--- config.mk ---
export PLATFORM = sky130hd
export DESIGN_NAME = cru_queue
export DESIGN_NICKNAME = d
export VERILOG_FILES = /design/src/complex_rank1_update_core_assert.svh /design/src/cru_pkg.sv /design/src/cru_queue.sv
export SDC_FILE = /design/constraint.sdc
export NUM_CORES = 1
export LEC_CHECK = 0
export ABC_AREA = 1
export BUFFER_PORTS_ARGS = -buffer_cell sky130_fd_sc_hd__buf_4
export CORE_UTILIZATION = 44
export CTS_CLUSTER_DIAMETER = 80
export DETAILED_ROUTE_END_ITERATION = 12
export PLACE_DENSITY = 0.76
export SYNTH_ARGS = -nofsm -noshare
export SYNTH_HDL_FRONTEND = slang
export SYNTH_SLANG_ARGS = --single-unit
--- constraint.sdc ---
create_clock -name clk -period 1.3 [get_ports clk]
set_input_delay 0.13 -clock clk [delete_from_list [all_inputs] [get_ports clk]]
set_output_delay 0.13 -clock clk [all_outputs]
set_load 0.005 [all_outputs]
--- src/complex_rank1_update_core_assert.svh ---
// assertion macros shared by the core
`ifndef COMPLEX_RANK1_UPDATE_CORE_ASSERT_SVH
`define COMPLEX_RANK1_UPDATE_CORE_ASSERT_SVH

// same cycle implication, masked during reset
`define CRU_ASSERT_IMP(lbl, a, b) \
  lbl: assert property (@(posedge clk) disable iff (!rst_n) (a) |-> (b)) \
    else $error("%m: check failed");

// next cycle implication, masked during reset
`define CRU_ASSERT_NXT(lbl, a, b) \
  lbl: assert property (@(posedge clk) disable iff (!rst_n) (a) |=> (b)) \
    else $error("%m: check failed");

// next cycle implication, also checked during reset
`define CRU_ASSERT_RST(lbl, a, b) \
  lbl: assert property (@(posedge clk) (a) |=> (b)) \
    else $error("%m: check failed");

`endif

--- src/cru_pkg.sv ---
package cru_pkg;

  localparam int DEF_MAX_ROWS   = 1024;
  localparam int DEF_MAX_COLS   = 1024;
  localparam int DEF_DATA_WIDTH = 32;
  localparam int DEF_FRAC_BITS  = 24;

  localparam int CNT_W       = 11;
  localparam int CFG_W       = 32;
  localparam int CFG_IDX_W   = 2;
  localparam int QUEUE_DEPTH = 2;

  localparam logic [CFG_IDX_W-1:0] REG_ROW_COUNT  = 2'd0;
  localparam logic [CFG_IDX_W-1:0] REG_COL_COUNT  = 2'd1;
  localparam logic [CFG_IDX_W-1:0] REG_ALPHA_REAL = 2'd2;
  localparam logic [CFG_IDX_W-1:0] REG_ALPHA_IMAG = 2'd3;

  typedef enum logic [1:0] {
    OP_LOAD_X = 2'd0,
    OP_COLUMN = 2'd1,
    OP_UPDATE = 2'd2,
    OP_NONE   = 2'd3
  } cru_op_t;

  // fac: word computes the column factor, otherwise an element update
  typedef struct packed {
    logic fac;
    logic cend;
    logic mend;
  } cru_tag_t;

  typedef struct packed {
    logic s1_valid;
    logic s2_valid;
    logic fac_pending;
  } cru_back_stat_t;

endpackage

--- src/cru_queue.sv ---
module cru_queue import cru_pkg::*; #(
  parameter int WIDTH = 8,
  parameter int DEPTH = QUEUE_DEPTH
) (
  input  logic             clk,
  input  logic             rst_n,
  input  logic             push_valid,
  output logic             push_ready,
  input  logic [WIDTH-1:0] push_word,
  output logic             pop_valid,
  input  logic             pop_ready,
  output logic [WIDTH-1:0] pop_word
);

  localparam int PW = (DEPTH > 1) ? $clog2(DEPTH) : 1;
  localparam int CW = $clog2(DEPTH + 1);

  logic [WIDTH-1:0] entry_r [DEPTH];
  logic [PW-1:0]    wptr_r, wptr_nxt;
  logic [PW-1:0]    rptr_r, rptr_nxt;
  logic [CW-1:0]    count_r, count_nxt;
  logic             do_push, do_pop;

  assign push_ready = (count_r != CW'(DEPTH));
  assign pop_valid  = (count_r != '0);
  assign pop_word   = entry_r[rptr_r];
  assign do_push    = push_valid && push_ready;
  assign do_pop     = pop_valid && pop_ready;

  always_comb begin
    wptr_nxt  = wptr_r;
    rptr_nxt  = rptr_r;
    count_nxt = count_r;
    if (do_push) begin
      wptr_nxt = (wptr_r == PW'(DEPTH - 1)) ? '0 : wptr_r + PW'(1);
    end
    if (do_pop) begin
      rptr_nxt = (rptr_r == PW'(DEPTH - 1)) ? '0 : rptr_r + PW'(1);
    end
    if (do_push && !do_pop) begin
      count_nxt = count_r + CW'(1);
    end else if (do_pop && !do_push) begin
      count_nxt = count_r - CW'(1);
    end
  end

  always_ff @(posedge clk) begin
    if (!rst_n) begin
      wptr_r  <= '0;
      rptr_r  <= '0;
      count_r <= '0;
    end else begin
      wptr_r  <= wptr_nxt;
      rptr_r  <= rptr_nxt;
      count_r <= count_nxt;
    end
  end

  always_ff @(posedge clk) begin
    if (do_push) begin
      entry_r[wptr_r] <= push_word;
    end
  end

endmodule

# After elaboration in Yosys (flattened, before gate mapping)
# Memory sizes are Yosys's and may differ from the RTL's. A register that Yosys moved wholly into a read port is not among the register bits.
# Index checks and enable logic that the tools add are counted.
# totals
mem_bits_rw	16
n_memories	1
input_bits	12
output_inout_bits	10
word_cells	25
reg_bits	4
# classes
n_eq_ne	1
n_addsub	4
n_mux	8
reduce_logical	8
# mem_list
memory	depth	word_bits	rd	rd_ports_with_merged_regs	wr	line	rtl
entry_r	2	8	1	1	1	cru_queue.sv:18	logic [WIDTH-1:0] entry_r [DEPTH];
# ops
operator	n
$mux 1	6
$logic_and 1x1->1	4
$mux 2	2
$reduce_bool 2->1	2
$add 1x1->1 const B	2
$add 2x1->2 const B	1
$logic_not 1->1	2
$ne 2x2->1 const B	1
$sub 2x1->2 const B	1

# Depth between registers and ports, before layout
# Gate-level depths: netlist (run 1).
# logic_depth
depth_word	6
depth_mapped	11
ltp_nobuf	11

# Worst setup path before layout (run 1)
# Ideal clock, no wire load.
# synth_timing
path_kind	register to register
start	reg count_r[0]
end	mem entry_r[1][0] (enable)
setup_ns	0.370
t_arrival_ns	0.934
synth_period_minus_slack_ns	1.305
path_slack_ns	-0.005
required_ns	0.930
path_stages_with_launch	5
path_cell_list	dfxtp_1 > inv_2 > nand2_4 > nand2_4 > nor2_1
# synth_between
elab_chain_cells	4
# synth_rtl
element	line	rtl
start, declared	cru_queue.sv:21	logic [CW-1:0] count_r, count_nxt;
start signal, assigned	cru_queue.sv:55	count_r <= count_nxt;
$ne 2x2->1	cru_queue.sv:24	assign push_ready = (count_r != CW'(DEPTH));
net push_ready	cru_queue.sv:8	output logic push_ready,
$logic_and 1x1->1	cru_queue.sv:27	assign do_push = push_valid && push_ready;
$mux 1	cru_queue.sv:60	if (do_push) begin
$mux 1 (implied by the code)	cru_queue.sv:61	entry_r[wptr_r] <= push_word;
end, declared	cru_queue.sv:18	
# The timed path passes the listed nets, and every way through them passes these cells.

==> flow_summary_export.csv, run 1 <==
group,metric,value,unit
run_status,status,"finished with violations",
run_status,failed_checks,"setup timing",
synthesis,yosys_register_bits,21,
floorplan,coreArea,1750,µm²
sta,final.setup.worst_slack,-0.0270,ns
sta,final.setup_skew,0.00679,ns
drt,drt-pass1-iter-count,4,
synthesis,synth_area_leader_cell,"edfxtp_1",
final_layout,utilization,0.690,
grt,initial_antenna_violation_count,0,
worst_setup_path,cpPeakStageDelay,0.35,ns
power,vdd_drop_max,1.02,mV
drt,routed_wire_per_std_cell,12.3,µm
cts,clock_tree_from_tritoncts,"yes",
worst_setup_path,worst_ep_arrival_time,1.20,ns
worst_setup_path,reg2reg_from,"count_r[0]$_SDFFE_PN0P_",
grt,vias_in_the_first_global_route,509,
placed_design,detailed_place_hpwl,1010,µm
synthesis,post_synth.cell_area_avg,13.5,µm²
synthesis,syn_area,836,µm²
sta,hold_violations,0,
drt,routed-via-count,556,
worst_setup_path,timing.setup.critical_path_class,"register to output pin",
floorplan,core.rowCount,15,
placed_design,number_of_buffer_cells_added_on_primary_ports,21,
worst_setup_path,critPathRequiredTime,1.17,ns
drt,drcViolationCount,0,
synthesis,yosysWarningCount,0,
worst_hold_path,hold_path.startpoint,"push_word[4]",
sta,timing_worst_slew_pin_value,0.129,ns
sta,rsz0062_at_grt,"true",
worst_setup_path,cp_max_delay_cell,"dfxtp_2",
synthesis,yosys-top-cells-area,"edfxtp_1 (57%), dfxtp_1 (12%), mux2_2 (11%), nor2_1 (3.6%), inv_1 (2.7%)",
final_layout,final_layout_size_suffix_gt1_frac,0.521,
placed_design,global_placer_s_final_weighted_congestion,0.726,
sta,final.setup.tns,-0.182,ns
grt,first_pass_grt_wire_length,2100,µm
worst_hold_path,hold_class,"input pin to register",
floorplan,dieWidth,45.6,µm
final_layout,n_antenna_cell,0,
synthesis,unique_masters_post_synth,18,
synthesis,mappedNetlistNets,75,
final_layout,layout_commonest_cell,"buf_4",
flow_run,cap_violations,0,
worst_setup_path,end_kind,"output pin",
grt,grt_max_degree,12,
drt,detail_route.iter0.violations,4,
worst_setup_path,crit_chain,"buf_12 -> mux2_4 -> buf_6",
final_layout,flow.area_growth_from_synthesis,44.0,%
cts,clk_path_buf_depth,2,
cts,cts.reportedPaths.clkPinSlew,0.11,ns
floorplan,die_outline_area,2080,µm²
grt,grt-ovfl-total,0,
drt,wl,1470,µm
sta,max_freq,0.754,GHz
sta,worst_hold_slack,0.0209,ns
worst_setup_path,timing.critical_path.fanout_max,8,
drt,detail_route.vias_per_cell,4.67,
floorplan,start_util,0.479,
cts,worst_skew_pair.late_latency,0.29,ns
synthesis,seq_area_frac_synth,0.695,
final_layout,nets,108,
power,leakagePower,0.510,nW
synthesis,synth_top_area_share,0.575,
cts,clock_sink_count,21,
sta,finalSetupViolations,8,
cts,numCtsBuffers,3,
synthesis,synthesized_instance_count,62,
power,power_per_cell_area,1750,nW/µm²
final_layout,commonest_cells_after_routing_fill_and_taps_aside,"buf_4 (17), edfxtp_1 (16), mux2_4 (8), nor2_1 (8), buf_6 (8)",
cts,cts.htree.levels,1,
worst_setup_path,setup.worst_path.start_class,"register",
sta,slew-limit-headroom,0.913,
sta,final-max-slew-violation-count,0,
worst_setup_path,r2r_slack,0.09,ns
floorplan,chipHeight,45.6,µm
cts,clock_tree.root_cell,"clkbuf_4",
sta,fraction_of_the_cycle_the_final_worst_path_needs,1.02,
grt,gr-usage-all-layers,0.152,
floorplan,io_pins,22,
sta,finalWorstPathRequiredPeriod,1.33,ns
drt,drtAntennaViolNets,0,
-- critical path: cells and delay by family (launching register included) --
| family | cells | cell delay, ns |
|---|---|---|
| buffers and inverters | 2 | 0.25 |
| muxes | 1 | 0.30 |
| DFF | 1 | 0.35 |
-- cell type report --
type                       count  area [µm²]
fill                         129         542
multi-input combinational     32         262
timing repair buffer          29         268
inverter                       8        32.5
tap                           25        31.3
sequential                    21         584
clock buffer                   4        26.3
-- power breakdown --
group	switching, mW	internal, mW
combinational	0.371	0.508
clock	0.174	0.119
sequential	0.0693	0.865
total	0.614	1.49
-- flip-flops by register name (all words and copies together) (netlist names), named ones only --
name     cells
count_r      2
rptr_r       1
wptr_r       1
entry_r     16
-- through the flow --
step                power (mW)  worst slack (ns)  std cells  area, µm²
finish                    2.11           -0.0270        119       1200
global placement          1.61            0.0296        111       1060
floorplan                 1.31          -0.00491         62        836
detailed placement        1.64           -0.0220        111       1060
global route              2.24           -0.0631        119       1200
CTS                       2.07           -0.0384        116       1160
-- routing by layer --
layer | part of all wire | routed length, µm | vias up | track usage
li1 | - | - | 272 | -
met5 | 0 | 0 | - | 0
met2 | 0.56 | 814 | 16 | 0.286
met3 | 0.040 | 58 | 2 | 0.0516
met1 | 0.40 | 583 | 266 | 0.152
met4 | 0.0068 | 10 | 0 | 0.0545
-- cell families (layout without fill, tap and decap cells) --
logic type | after synthesis | count (layout) | share of synthesized area
flops | 21 | 21 | 0.695
simple gates | 19 | 19 | 0.111
buf+inv | 9 | 41 | 0.0434
mux | 8 | 8 | 0.108
compound gates | 4 | 4 | 0.0284
fa+ha+maj | 1 | 1 | 0.0150
-- synth_stat cells --
master / number
ha_1: 1
a21oi_1: 1
nand2_1: 6
nand2_4: 2
buf_2: 1
o21ai_1: 1
o21a_2: 1
nand3_1: 1
inv_1: 6
clkinv_2: 1
edfxtp_1: 16
nand4_1: 1
o21ai_0: 1
mux2_2: 8
dfxtp_1: 5
nand2_2: 1
inv_2: 1
nor2_1: 8
-- final timing paths --
kind | depth (start not counted) | to
max | 3 | pop_word[5]
min | 1 | entry_r[1][4]$_DFFE_PP_
max reg2reg | 9 | count_r[1]$_SDFFE_PN0P_
min reg2reg | 1 | count_r[0]$_SDFFE_PN0P_
-- repair_timing --
action / in CTS / in global routing
hold buffers: 0 / 3
setup buffers: 1 / 0
pin swaps: 0 / 1
gates cloned: 0 / 0
endpoints found under the setup margin: 10 / 10
gates resized for setup: 21 / 3
hold endpoints to repair: 0 / 6
Power figures use the tool's default switching activity.
==> run 2: changes to the inputs <==
Settings changed: GPL_TIMING_DRIVEN from default to 1, RECOVER_POWER from default to 25.
==> flow_summary_export.csv, run 2 (synthesized netlist as in run 1, its figures left out) <==
group,metric,value,unit
floorplan,start_util,0.479,
sta,final.setup.tns,-0.179,ns
final_layout,n_antenna_cell,0,
worst_setup_path,end_of_the_worst_register_to_register_path,"count_r[1]$_SDFFE_PN0P_",
power,vdd_drop_max,1.02,mV
grt,initial_antenna_violation_count,0,
floorplan,coreArea,1750,µm²
floorplan,core.rowCount,15,
worst_setup_path,worst_reg2reg_path_depth,9,
cts,worst_skew_pair.late_latency,0.29,ns
worst_setup_path,end_kind,"output pin",
power,power_per_cell_area,1750,nW/µm²
cts,clock_sink_count,21,
floorplan,die_outline_area,2080,µm²
flow_run,cap_violations,0,
sta,timing_worst_slew_pin_value,0.129,ns
grt,first_pass_grt_wire_length,2100,µm
drt,routed-via-count,556,
run_status,status,"finished with violations",
final_layout,utilization,0.690,
sta,hold_violations,0,
worst_hold_path,hold_class,"input pin to register",
grt,grt-ovfl-total,0,
sta,max_freq,0.754,GHz
cts,clock_tree_from_tritoncts,"yes",
drt,detail_route.vias_per_cell,4.67,
grt,vias_in_the_first_global_route,509,
cts,clock_tree.root_cell,"clkbuf_4",
placed_design,global_placer_s_final_weighted_congestion,0.726,
drt,drtAntennaViolNets,0,
placed_design,number_of_buffer_cells_added_on_primary_ports,21,
floorplan,dieWidth,45.6,µm
final_layout,flow.area_growth_from_synthesis,44.0,%
worst_setup_path,r2r_slack,0.09,ns
drt,detail_route.iter0.violations,4,
final_layout,nets,108,
drt,drcViolationCount,0,
grt,grt_max_degree,12,
sta,finalSetupViolations,8,
final_layout,final_layout_size_suffix_gt1_frac,0.521,
final_layout,biggestRegsByFlops,"entry_r (16), count_r (2)",
final_layout,multi_input_comb_area,262,µm²
cts,cts.htree.levels,1,
final_layout,sequential_cell_area,584,µm²
worst_setup_path,timing.critical_path.fanout_max,8,
sta,final-max-slew-violation-count,0,
worst_setup_path,critPathRequiredTime,1.17,ns
worst_setup_path,reg2reg_from,"count_r[0]$_SDFFE_PN0P_",
placed_design,detailed_place_hpwl,1010,µm
sta,final.setup.worst_slack,-0.0266,ns
final_layout,commonest_cells_after_routing_fill_and_taps_aside,"edfxtp_1 (16), buf_4 (12)",
sta,rsz0062_at_grt,"true",
floorplan,chipHeight,45.6,µm
run_status,failed_checks,"setup timing",
sta,worst_hold_slack,0.0455,ns
drt,drt-pass1-iter-count,4,
grt,gr-usage-all-layers,0.152,
final_layout,filler_cell_count,129,
cts,clk_path_buf_depth,2,
sta,final.setup_skew,0.00655,ns
floorplan,io_pins,22,
sta,finalWorstPathRequiredPeriod,1.33,ns
worst_hold_path,worst_min_delay_path_endpoint,"entry_r[1][4]$_DFFE_PP_",
final_layout,layout_commonest_cell,"edfxtp_1",
final_layout,largest-register,"entry_r",
final_layout,largest_register_ff_count,16,
worst_setup_path,setup.worst_path.start_class,"register",
cts,numCtsBuffers,3,
drt,routed_wire_per_std_cell,12.3,µm
worst_setup_path,timing.setup.critical_path_class,"register to output pin",
power,leakagePower,0.509,nW
worst_setup_path,worst_ep_arrival_time,1.20,ns
worst_hold_path,hold_path.startpoint,"push_word[4]",
worst_hold_path,worstHoldPathCells,1,
cts,cts.reportedPaths.clkPinSlew,0.11,ns
drt,wl,1470,µm
sta,slew-limit-headroom,0.913,
sta,fraction_of_the_cycle_the_final_worst_path_needs,1.02,
## run 2: area by class of cell
| type | count | share of cell area |
|---|---|---|
| Multi-Input combinational cell | 32 | 0.217 |
| Clock buffer | 4 | 0.0218 |
| Sequential cell | 21 | 0.485 |
| Tap cell | 25 | 0.0260 |
| Inverter | 8 | 0.0270 |
| Timing Repair Buffer | 29 | 0.222 |
## run 2: per-stage QoR
| step | area, µm² | setup WS (ns) | total power, mW | instances |
|---|---|---|---|---|
| 5_1_grt | 1200 | -0.0631 | 2.23 | 119 |
| 3_3_place_gp | 1060 | 0.0296 | 1.61 | 111 |
| 4_1_cts | 1160 | -0.0384 | 2.07 | 116 |
| 6_report | 1200 | -0.0266 | 2.11 | 119 |
| 3_5_place_dp | 1060 | -0.0220 | 1.64 | 111 |
| 2_1_floorplan | 836 | -0.00491 | 1.31 | 62 |
## run 2: worst max path at each step
stage | depth (start not counted) | from | to
after floorplan | 4 | count_r[0]$_SDFFE_PN0P_ | entry_r[1][0]$_DFFE_PP_
after global placement | 10 | count_r[0]$_SDFFE_PN0P_ | count_r[1]$_SDFFE_PN0P_
after detailed placement | 8 | count_r[0]$_SDFFE_PN0P_ | count_r[0]$_SDFFE_PN0P_
after CTS | 3 | register | pop_word[5]
after global routing | 3 | register | pop_word[1]
final | 3 | register | pop_word[5]
## run 2: timing repair
action	4_1_cts	5_1_grt
endpoints found under the hold margin	0	6
setup buffers	1	0
gates cloned	0	0
endpoints found under the setup margin	10	10
hold buffers	0	3
pin swaps	0	1
resized for setup	21	3
## run 2: power by group
group	switching [mW]	total, mW	leakage, nW	internal (mW)
logic	0.372	0.879	0.302	0.508
clock network	0.173	0.292	0.0150	0.119
registers	0.0693	0.934	0.192	0.865
## run 2: per-layer routing
layer | wire (µm) | global-route usage | up-vias | part of all wire
met5 | 0 | 0 | - | 0
met4 | 0 | 0.0545 | 0 | 0
met3 | 58 | 0.0516 | 0 | 0.039
met2 | 822 | 0.286 | 16 | 0.56
met1 | 588 | 0.152 | 268 | 0.40
li1 | - | - | 272 | -
## run 2: worst max-delay path, stage by stage, from the launching register on
cell,delay (ns)
dfxtp_2,0.35
buf_12,0.13
mux2_4,0.30
buf_6,0.12
